## src/rtl/brl_pkg.sv

```systemverilog
// Shared widths, codes and item types for the run-slicing line generator.
`default_nettype none

package brl_pkg;

   // Coordinate width; spans and run lengths need one more bit, the error two more.
   localparam int COORD_BITS = 16;
   localparam int SPAN_BITS  = COORD_BITS + 1;
   localparam int ERR_BITS   = COORD_BITS + 2;
   localparam int COLOR_BITS = 16;

   // Item kinds on the request channel.
   typedef enum logic {
      KIND_START = 1'b0,
      KIND_STEP  = 1'b1
   } kind_type;

   typedef struct packed {
      kind_type                       kind;
      logic signed [COORD_BITS-1:0]   start_x;
      logic signed [COORD_BITS-1:0]   start_y;
      logic signed [COORD_BITS-1:0]   end_x;
      logic signed [COORD_BITS-1:0]   end_y;
      logic        [COLOR_BITS-1:0]   line_color;
   } req_type;

   typedef struct packed {
      logic signed [COORD_BITS-1:0]   run_x;
      logic signed [COORD_BITS-1:0]   run_y;
      logic        [SPAN_BITS-1:0]    run_width;
      logic        [SPAN_BITS-1:0]    run_height;
      logic        [COLOR_BITS-1:0]   run_color;
      logic                           last_run;
   } rsp_type;

   // Handshake between the input register and the line engine.
   typedef struct packed {
      logic    valid;
      req_type item;
   } stage_type;

endpackage

`default_nettype wire

```

## src/rtl/brl_in_reg.sv

```systemverilog
// Input register that holds one request item until the line engine takes it.
`default_nettype none

module brl_in_reg (
   input  wire              clock,
   input  wire              reset,
   input  wire              req_valid,
   output logic             req_stall,
   input  wire brl_pkg::req_type req_item,
   input  wire              advance,
   output brl_pkg::stage_type stage
);

   logic             valid_ff;
   logic             valid_in;
   brl_pkg::req_type item_ff;
   logic             take;

   // A new item is taken whenever the register is empty or drains this cycle.
   assign req_stall = valid_ff && !advance;
   assign take      = req_valid && !req_stall;
   assign valid_in  = take || (valid_ff && !advance);

   always_ff @(posedge clock) begin
      if (reset) begin
         valid_ff <= 1'b0;
      end else begin
         valid_ff <= valid_in;
      end
   end

   // Payload loads only on a take, so it holds while the engine waits.
   always_ff @(posedge clock) begin
      if (take) begin
         item_ff <= req_item;
      end
   end

   assign stage.valid = valid_ff;
   assign stage.item  = item_ff;

endmodule

`default_nettype wire

```

## src/rtl/brl_engine.sv

```systemverilog
// Line state, per-item setup and step arithmetic, and the result register.
`default_nettype none

module brl_engine (
   input  wire                 clock,
   input  wire                 reset,
   input  wire brl_pkg::stage_type stage,
   output logic                advance,
   output logic                rsp_valid,
   input  wire                 rsp_stall,
   output brl_pkg::rsp_type    rsp_item
);

   localparam int W = brl_pkg::COORD_BITS;
   localparam int S = brl_pkg::SPAN_BITS;
   localparam int E = brl_pkg::ERR_BITS;

   // Line state.
   logic                  active_ff, active_in;
   logic                  steep_ff, steep_in;
   logic signed [S-1:0]   major_pos_ff, major_pos_in;
   logic signed [S-1:0]   major_end_ff, major_end_in;
   logic signed [S-1:0]   minor_pos_ff, minor_pos_in;
   logic                  minor_dir_ff, minor_dir_in;
   logic        [S-1:0]   major_span_ff, major_span_in;
   logic        [S-1:0]   minor_span_ff, minor_span_in;
   logic signed [E-1:0]   error_ff, error_in;
   logic signed [S-1:0]   run_origin_ff, run_origin_in;
   logic        [S-1:0]   run_count_ff, run_count_in;
   logic [brl_pkg::COLOR_BITS-1:0] color_ff, color_in;

   // Result register.
   logic                  out_valid_ff, out_valid_in;
   brl_pkg::rsp_type      out_item_ff, out_item_in;

   // Setup terms for a start item.
   logic signed [S-1:0]   ax, ay, bx, by;
   logic signed [S-1:0]   dx, dy;
   logic        [S-1:0]   abs_dx, abs_dy;
   logic                  steep;
   logic signed [S-1:0]   maj_a, maj_b, min_a, min_b, maj_d, min_d;
   logic                  swap;

   // Step terms.
   logic signed [S-1:0]   major_next;
   logic        [S-1:0]   count_next;
   logic signed [E-1:0]   err_sub;
   logic                  ended;
   logic                  emit;

   // The engine takes an item whenever the result register is free or drains.
   assign advance      = stage.valid && (!out_valid_ff || !rsp_stall);

   // Endpoint differences, one bit wider than the coordinates.
   assign ax     = {stage.item.start_x[W-1], stage.item.start_x};
   assign ay     = {stage.item.start_y[W-1], stage.item.start_y};
   assign bx     = {stage.item.end_x[W-1], stage.item.end_x};
   assign by     = {stage.item.end_y[W-1], stage.item.end_y};
   assign dx     = bx - ax;
   assign dy     = by - ay;
   assign abs_dx = dx[S-1] ? S'(-dx) : S'(dx);
   assign abs_dy = dy[S-1] ? S'(-dy) : S'(dy);
   assign steep  = abs_dy > abs_dx;

   // Pick the major axis, then order the endpoints along it.
   assign maj_a  = steep ? ay : ax;
   assign maj_b  = steep ? by : bx;
   assign min_a  = steep ? ax : ay;
   assign min_b  = steep ? bx : by;
   assign maj_d  = steep ? dy : dx;
   assign min_d  = steep ? dx : dy;
   assign swap   = maj_d[S-1];

   // One pixel along the major axis; the error drops by the minor span.
   assign major_next = major_pos_ff + S'(1);
   assign count_next = run_count_ff + S'(1);
   assign err_sub    = error_ff - E'(minor_span_ff);
   assign ended      = major_pos_ff >= major_end_ff;
   assign emit       = err_sub[E-1] || ended;

   // Next state and result for the item in the input register.
   always_comb begin
      active_in     = active_ff;
      steep_in      = steep_ff;
      major_pos_in  = major_pos_ff;
      major_end_in  = major_end_ff;
      minor_pos_in  = minor_pos_ff;
      minor_dir_in  = minor_dir_ff;
      major_span_in = major_span_ff;
      minor_span_in = minor_span_ff;
      error_in      = error_ff;
      run_origin_in = run_origin_ff;
      run_count_in  = run_count_ff;
      color_in      = color_ff;
      out_item_in   = out_item_ff;
      out_valid_in  = out_valid_ff && rsp_stall;

      if (advance) begin
         out_valid_in = 1'b0;
         unique case (stage.item.kind)
            brl_pkg::KIND_START: begin
               active_in     = 1'b1;
               steep_in      = steep;
               major_pos_in  = swap ? maj_b : maj_a;
               major_end_in  = swap ? maj_a : maj_b;
               minor_pos_in  = swap ? min_b : min_a;
               minor_dir_in  = swap ? min_d[S-1] : (!min_d[S-1] && (min_d != '0));
               major_span_in = steep ? abs_dy : abs_dx;
               minor_span_in = steep ? abs_dx : abs_dy;
               error_in      = E'(major_span_in >> 1);
               run_origin_in = swap ? maj_b : maj_a;
               run_count_in  = '0;
               color_in      = stage.item.line_color;
            end
            brl_pkg::KIND_STEP: begin
               if (active_ff) begin
                  major_pos_in = major_next;
                  if (emit) begin
                     out_valid_in = 1'b1;
                     if (steep_ff) begin
                        out_item_in.run_x      = minor_pos_ff[W-1:0];
                        out_item_in.run_y      = run_origin_ff[W-1:0];
                        out_item_in.run_width  = S'(1);
                        out_item_in.run_height = count_next;
                     end else begin
                        out_item_in.run_x      = run_origin_ff[W-1:0];
                        out_item_in.run_y      = minor_pos_ff[W-1:0];
                        out_item_in.run_width  = count_next;
                        out_item_in.run_height = S'(1);
                     end
                     out_item_in.run_color = color_ff;
                     out_item_in.last_run  = ended;
                     error_in      = err_sub + E'(major_span_ff);
                     minor_pos_in  = minor_dir_ff ? (minor_pos_ff + S'(1))
                                                  : (minor_pos_ff - S'(1));
                     run_count_in  = '0;
                     run_origin_in = major_next;
                     if (ended) begin
                        active_in = 1'b0;
                     end
                  end else begin
                     error_in     = err_sub;
                     run_count_in = count_next;
                  end
               end
            end
            default: begin
               active_in = active_ff;
            end
         endcase
      end
   end

   // Control state.
   always_ff @(posedge clock) begin
      if (reset) begin
         active_ff    <= 1'b0;
         out_valid_ff <= 1'b0;
      end else begin
         active_ff    <= active_in;
         out_valid_ff <= out_valid_in;
      end
   end

   // Line geometry and the result payload.
   always_ff @(posedge clock) begin
      steep_ff      <= steep_in;
      major_pos_ff  <= major_pos_in;
      major_end_ff  <= major_end_in;
      minor_pos_ff  <= minor_pos_in;
      minor_dir_ff  <= minor_dir_in;
      major_span_ff <= major_span_in;
      minor_span_ff <= minor_span_in;
      error_ff      <= error_in;
      run_origin_ff <= run_origin_in;
      run_count_ff  <= run_count_in;
      color_ff      <= color_in;
      out_item_ff   <= out_item_in;
   end

   assign rsp_valid = out_valid_ff;
   assign rsp_item  = out_item_ff;

endmodule

`default_nettype wire

```

## src/rtl/bresenham_run_line_core.sv

```systemverilog
// Top level of the run-slicing Bresenham line generator.
// A step item passes the input register, then the line engine; any run it ends is held in the result register.
// Throughput: one item per cycle; a start or step is taken every cycle unless a valid result is held by rsp_stall.
// The line engine finishes each item in one pass between the input and result registers.
// Reset clears the line-active flag and both valid flags; a step before any start gives nothing.
`default_nettype none

module bresenham_run_line_core (
   input  wire               clock,
   input  wire               reset,
   input  wire               req_valid,
   output logic              req_stall,
   input  wire brl_pkg::req_type req_item,
   output logic              rsp_valid,
   input  wire               rsp_stall,
   output brl_pkg::rsp_type  rsp_item
);

   brl_pkg::stage_type stage;
   logic               advance;

   // Input register.
   brl_in_reg u_in_reg (
      .clock     (clock),
      .reset     (reset),
      .req_valid (req_valid),
      .req_stall (req_stall),
      .req_item  (req_item),
      .advance   (advance),
      .stage     (stage)
   );

   // Line state and result register.
   brl_engine u_engine (
      .clock     (clock),
      .reset     (reset),
      .stage     (stage),
      .advance   (advance),
      .rsp_valid (rsp_valid),
      .rsp_stall (rsp_stall),
      .rsp_item  (rsp_item)
   );

endmodule

`default_nettype wire
```

## config.mk

```make
export PLATFORM = sky130hd
export DESIGN_NAME = bresenham_run_line_core
export DESIGN_NICKNAME = d
export VERILOG_FILES = /design/src/rtl/brl_pkg.sv /design/src/rtl/brl_in_reg.sv /design/src/rtl/brl_engine.sv /design/src/rtl/bresenham_run_line_core.sv
export SDC_FILE = /design/constraint.sdc
export NUM_CORES = 1
export LEC_CHECK = 0
export BUFFER_PORTS_ARGS = -buffer_cell sky130_fd_sc_hd__buf_4
export CAP_MARGIN = 25
export CORE_MARGIN = 5
export CORE_UTILIZATION = 55
export CTS_CLUSTER_DIAMETER = 40
export DETAILED_ROUTE_END_ITERATION = 10
export GPL_ROUTABILITY_DRIVEN = 0
export HOLD_SLACK_MARGIN = 0.06
export PLACE_DENSITY = 0.76
export SYNTH_ARGS = -nofsm -noshare
export SYNTH_HDL_FRONTEND = slang
export SYNTH_HIERARCHICAL = 1
export SYNTH_SLANG_ARGS = --single-unit
```

## constraint.sdc

```tcl
create_clock -name clock -period 8.75 [get_ports clock]
set_input_delay 0.875 -clock clock [delete_from_list [all_inputs] [get_ports clock]]
set_output_delay 0.875 -clock clock [all_outputs]
set_load 0.1 [all_outputs]
```

---- Word level (Yosys, flattened, before mapping) ----
Index checks and enable logic that the tools add are counted.
storage, ports and cells
  flip-flop bits (word level) ............. 321
  input bits .............................. 85
  output and inout port bits .............. 85
  word-level logic and storage cells ...... 97
cells by class
  add/sub/neg operators ................... 10
  magnitude comparators ................... 2
  equality and inequality tests ........... 2
  muxes and demuxes ....................... 38
  bitwise gates (word level) .............. 1
  reductions and logical operators ........ 18
operators by type and width
  cell                   number
  $mux 17                19
  $pmux 17 s2            3
  $mux 66                1
  $mux 18                2
  $pmux 18 s2            1
  $add 17x2->17 const B  2
  $neg 17->17            2
  $sub 16x16->17         2
  $mux 16                2
  $pmux 16 s2            1
  $add 18x17->18         1
  $sub 18x17->18         1
  $add 17x1->17 const B  1
  $ge 17x17->1           1
  $gt 17x17->1           1
  $reduce_bool 17->1     1
  $sub 17x2->17 const B  1
  $mux 1                 8
  $logic_and 1x1->1      5
  $logic_not 1->1        5
  $ne 2x1->1 const B     2
  $reduce_and 2->1       2
  $reduce_and 4->1       1
  $logic_or 1x1->1       3
  3 further kinds        3

---- Longest topological paths before layout ----
  word-level depth ........................ 8
  mapped depth ............................ 28

---- Cells and area by module ----
Netlist, hierarchy kept.
modules (own cells, without submodules)
  module      instances  cells an instance  area each (µm²)
  brl_engine  1          1571               15871.5
  brl_in_reg  1          86                 2489.9

---- Worst setup path before layout ----
Ideal clock, no wire load.
  kind .................................... reg2reg
  start point ............................. register u_engine.error_ff[4]
  end point ............................... register u_engine.out_item_ff (netlist bit u_engine/rsp_item[0]), enable pin
  setup time .............................. 0.626 ns
  data arrival time ....................... 8.005 ns
  data required time ...................... 8.124 ns
  slack ................................... 0.119 ns
  cell stages (with the launch flop) ...... 11
  clock period less this slack ............ 8.631 ns
  cells stage by stage .................... edfxtp_1 ha_1 a2111o_1 o211ai_1 a31oi_1 o2111ai_1 o311ai_0 nor2b_1 clkbuf_1 clkbuf_1 nor3_1
between the ends
  cells in the longest elaborated chain, start to end .. 3
RTL lines
  what                        RTL line           source
  start: declaration          brl_engine.sv:27   logic signed [E-1:0] error_ff, error_in;
  start signal: assignment    brl_engine.sv:174  error_ff <= error_in;
  $sub 18x17->18              brl_engine.sv:77   assign err_sub = error_ff - E'(minor_span_ff);
  $logic_or 1x1->1            brl_engine.sv:79   assign emit = err_sub[E-1] || ended;
  $reduce_and 4->1 (no line)  --
  end signal: assignment      brl_engine.sv:178  out_item_ff <= out_item_in;
  end: declaration            brl_engine.sv:34   brl_pkg::rsp_type out_item_ff, out_item_in;
Every way passes these cells.
A chain may end at the register's enable or synchronous reset.

---- Worst setup path after layout ----
  start point ............................. register u_in_reg.item_ff (netlist bit u_in_reg/stage[20])
  end point ............................... register u_engine.run_origin_ff[13], data pin
between the ends
  cells in the longest elaborated chain, start to end .. 7
RTL lines
  what                               RTL line                                              source
  start: declaration                 brl_in_reg.sv:16                                      brl_pkg::req_type item_ff;
  start signal: assignment           brl_in_reg.sv:35                                      item_ff <= req_item;
  $sub 16x16->17 *                   brl_engine.sv:60                                      assign dy = by - ay;
  $neg 17->17                        brl_engine.sv:62                                      assign abs_dy = dy[S-1] ? S'(-dy) : S'(dy);
  $mux 17                            brl_engine.sv:62
  $gt 17x17->1                       brl_engine.sv:63                                      assign steep = abs_dy > abs_dx;
  $mux 17, on equally long branches  brl_engine.sv:66, brl_engine.sv:67, brl_engine.sv:70
  $mux 17 *                          --
  $pmux 16 s2 *                      brl_engine.sv:100                                     unique case (stage.item.kind)
  end signal: assignment             brl_engine.sv:175                                     run_origin_ff <= run_origin_in;
  end: declaration                   brl_engine.sv:28                                      logic signed [S-1:0] run_origin_ff, run_origin_in;
Mark *: on every way between the ends. The rest lies on a longest branch, timed or not.

==> out/metrics.cfg <==
[run_status]
run_status = finished, final reports clean

[detailed_routing]
dr_total_vias = 13740
initial_drt_pass_iterations = 7
wirelength_um = 45200
antenna_nets_post_route = 0
wl_per_cell_um = 19.57
routed_via_density = 5.950
drc = 0
drt-initial-drc-count = 1474

[layout]
number_of_filler_instances_in_the_final_layout = 2490
final_core_utilization_pct = 65.07
layout-drive-gt1-share_pct = 17.57
layout_common_cells = edfxtp_1, buf_4, nand2_1
final_design_area_no_fill_mm2 = 0.02166
layout_commonest_cell = edfxtp_1
area_growth_pct = 17.95
num-nets-final = 2037
insertedDiodeCount = 0

[synth]
synthArstFlopShare_pct = 0
synth-main-ff-cell = edfxtp_1
count_of_flip_flops_with_a_built_in_enable_after_synthesis = 316
ys_warn_count = 6
synth.distinct_cells = 82
synth-seq-area-share_pct = 52.01
avgSynthCellArea_um2 = 11.08
synth.cell_area_mm2 = 0.01836
postSynthRegisterBits = 319
synthesis.nets = 1865
synth_cells = 1657

[place]
postPlaceCellArea_mm2 = 0.02013
port_buffers = 169
dpl.hpwl_um = 33030
place_ws_ps = 1342

[timing]
slew_viol_final = 0
finalSetupViolations = 0
fin_tns_setup_ps = 0
final.min_clock_period_ps = 7732
max_slew.worst_pin.slew_ps = 1041
worst_clock_skew_ps = 13.73
clock.fmax_ghz = 0.1293
holdWs_ps = 415.3
final.setup.worst_slack_ps = 1018
unrepaired_setup_endpoints_after_global_routing = false
hold_viol_final = 0
finalCritPeriodShare_pct = 88.37
slew_headroom_pct = 30.60

[pwr]
power_density_mw_per_mm2 = 312.1
power_switching_share_pct = 37.12
pwr-share-seq_pct = 30.9
cell_internal_pwr_mw = 4.250
vdd_ir_drop_max_v = 0.0001680
combinationalPowerShare_pct = 42.3
p_leak_nw = 8.734
pwr-share-clk_pct = 26.8
p_switching_mw = 2.509

[critical_path]
timing.critical_path.mode_cell = a21oi_1
crit_start = u_in_reg/stage[20]
cp_data_required_time_ps = 8990
critical_path.cell_chain = ha_1 > and2_4 > a31o_1 > o31ai_1 > a211oi_1 > nor4_1 > nor4b_1 > a21oi_1 > xor2_1 > inv_1 > ha_1 > and3_1 > and4_1 > a21oi_1 > o211ai_1 > a21oi_1 > a21o_2 > mux2i_4 > buf_4 > buf_4 > mux2i_1 > a22o_1 > a21oi_1
worst-path-max-fanout = 33
timing.setup.critical_path_class = flop to flop
critPathBufInv = 3
cp-start-kind = flop
cp_slowest_cell = mux2i_4
path_delay_family = compound AO/OA/AOI/OAI gates
timing.critical_path.to_type = flop
r2r_start = u_in_reg/stage[20]
max_stage_delay_ps = 910
cp_data_arrival_time_ps = 7970

[floorplanning]
row_count = 67
core_mm2 = 0.03328
die_width_um = 192.7
die_area_mm2 = 0.03714
ios = 170
dieHeight_um = 192.7
initial_utilization_pct = 55.17

[clock_tree]
insertion_delay_ps = 530
cts_buffer_depth = 3
cts_setup_buffers = 0
number_of_levels_the_h_tree_was_split_into = 2
path_clk_slew_ps = 60
post_cts_resize_count = 0
count_of_hold_buffers_inserted_by_post_cts_repair = 0
clockRootBuffer = clkbuf_16
clock_tree_from_tritoncts = built
cts_buffers = 44
clkSinkCount = 319

[global_routing]
sum_of_overflow_across_all_layers_after_global_routing = 0
via_count_of_the_first_global_routing_pass = 12980
global_route.peak_usage_layer = met2
first_pass_grt_wire_length_um = 69430
global_route.usage.total_pct = 23.77
use_met2_pct = 37.26
grt_start_max_net_pins = 84
groute.layer.met1.usage_pct = 34.01
grtUsageMet3_pct = 4.016
grt_antenna_before_repair = 0

[min_path]
worstHoldPathType = flop to flop
worstHoldStart = u_in_reg/stage[4]

[flow_run]
drv_cap = 0

## routing by layer
metal  routed length [µm]  vias up  part of all wire, %
met2                20270      744                   45
li1                     -     6479                    -
met3                 4462      117                  9.9
met4                 1484        0                  3.3
met5                    0        -                    0
met1                18990     6399                   42
## power by group through the flow
stage               logic, mW  clock network, mW  registers (mW)
floorplan                2.08                  0            2.12
global placement         2.72                  0            2.11
detailed placement       2.79                  0            2.11
CTS                      2.82               1.84            2.08
global route             3.14               1.91            2.10
finish                   2.86               1.81            2.09
## path summary, 6_finish.rpt
check / to / slack, ps / cells past startpoint
worst max-delay path: u_engine/run_origin_ff[13] / 1020 / 23
worst min register to register: u_engine/color_ff[4] / 420 / 0
worst min-delay path: u_engine/color_ff[4] / 420 / 0
worst max register to register: u_engine/run_origin_ff[13] / 1020 / 23
## Yosys cell counts (11+ instances only)
library cell | count | area share, %
o21a_1 | 17 | 0.70
inv_1 | 119 | 2.4
o211ai_1 | 13 | 0.53
and3_1 | 35 | 1.2
xor2_1 | 61 | 2.9
nand3_1 | 35 | 0.95
nor2b_1 | 31 | 1.1
xnor2_1 | 53 | 2.5
a222oi_1 | 18 | 0.98
nand2_1 | 151 | 3.1
a31oi_1 | 30 | 1.0
nor2_1 | 131 | 2.7
edfxtp_1 | 316 | 52
a21oi_1 | 105 | 2.9
mux2i_1 | 36 | 2.0
ha_1 | 118 | 8.0
mux2_2 | 37 | 2.3
clkbuf_1 | 47 | 0.96
nor3_1 | 23 | 0.63
and2_1 | 11 | 0.37
o21ai_0 | 61 | 1.7
a21o_1 | 37 | 1.5
## state kept, by name, indices dropped and copies added (netlist names)
signal,cells
u_engine/active_ff,1
u_engine/color_ff,16
u_engine/error_ff,18
u_engine/major_end_ff,16
u_engine/major_pos_ff,17
u_engine/major_span_ff,17
u_engine/minor_dir_ff,1
u_engine/minor_pos_ff,16
u_engine/minor_span_ff,17
u_engine/rsp_item,83
u_engine/rsp_valid,1
u_engine/run_count_ff,17
u_engine/run_origin_ff,16
u_engine/steep_ff,1
u_in_reg/stage,81
u_in_reg/valid_ff,1
## area by class of cell
cell class                      instances  area (µm²)  share of cell area, %
Clock inverter                         30       365.4                  1.687
Inverter                              121       454.2                  2.097
Multi-Input combinational cell       1156        8167                  37.71
Timing Repair Buffer                  187        1424                  6.575
Clock buffer                           48        1137                  5.252
Sequential cell                       319        9549                  44.09
Tap cell                              448       560.5                  2.588
## worst register-to-register path: stages (launching register included)
cell and delay, ps:
edfxtp_1 430, ha_1 430, and2_4 210, a31o_1 210
o31ai_1 680, a211oi_1 230, nor4_1 680, nor4b_1 250
a21oi_1 240, xor2_1 380, inv_1 90, ha_1 310
and3_1 160, and4_1 210, a21oi_1 140, o211ai_1 100
a21oi_1 290, a21o_2 450, mux2i_4 920, buf_4 310
buf_4 210, mux2i_1 280, a22o_1 180, a21oi_1 60
## metrics by stage
stage,instances,power [mW]
3_5_place_dp,2230,4.901
6_report,2309,6.759
4_1_cts,2308,6.743
5_1_grt,2309,7.148
3_3_place_gp,2230,4.829
2_1_floorplan,1657,4.200
## cells by family after synthesis
logic type                 synth area share, %
muxes                                    4.232
DFF                                      52.01
xor gates and xnor gates                 5.526
adders and majority gates                8.586
and+or+nand+nor                          12.33
AOI/OAI and AO/OA                        13.48
buffers and inverters                    3.843
No activity file was read; power rests on OpenSTA's default activity.
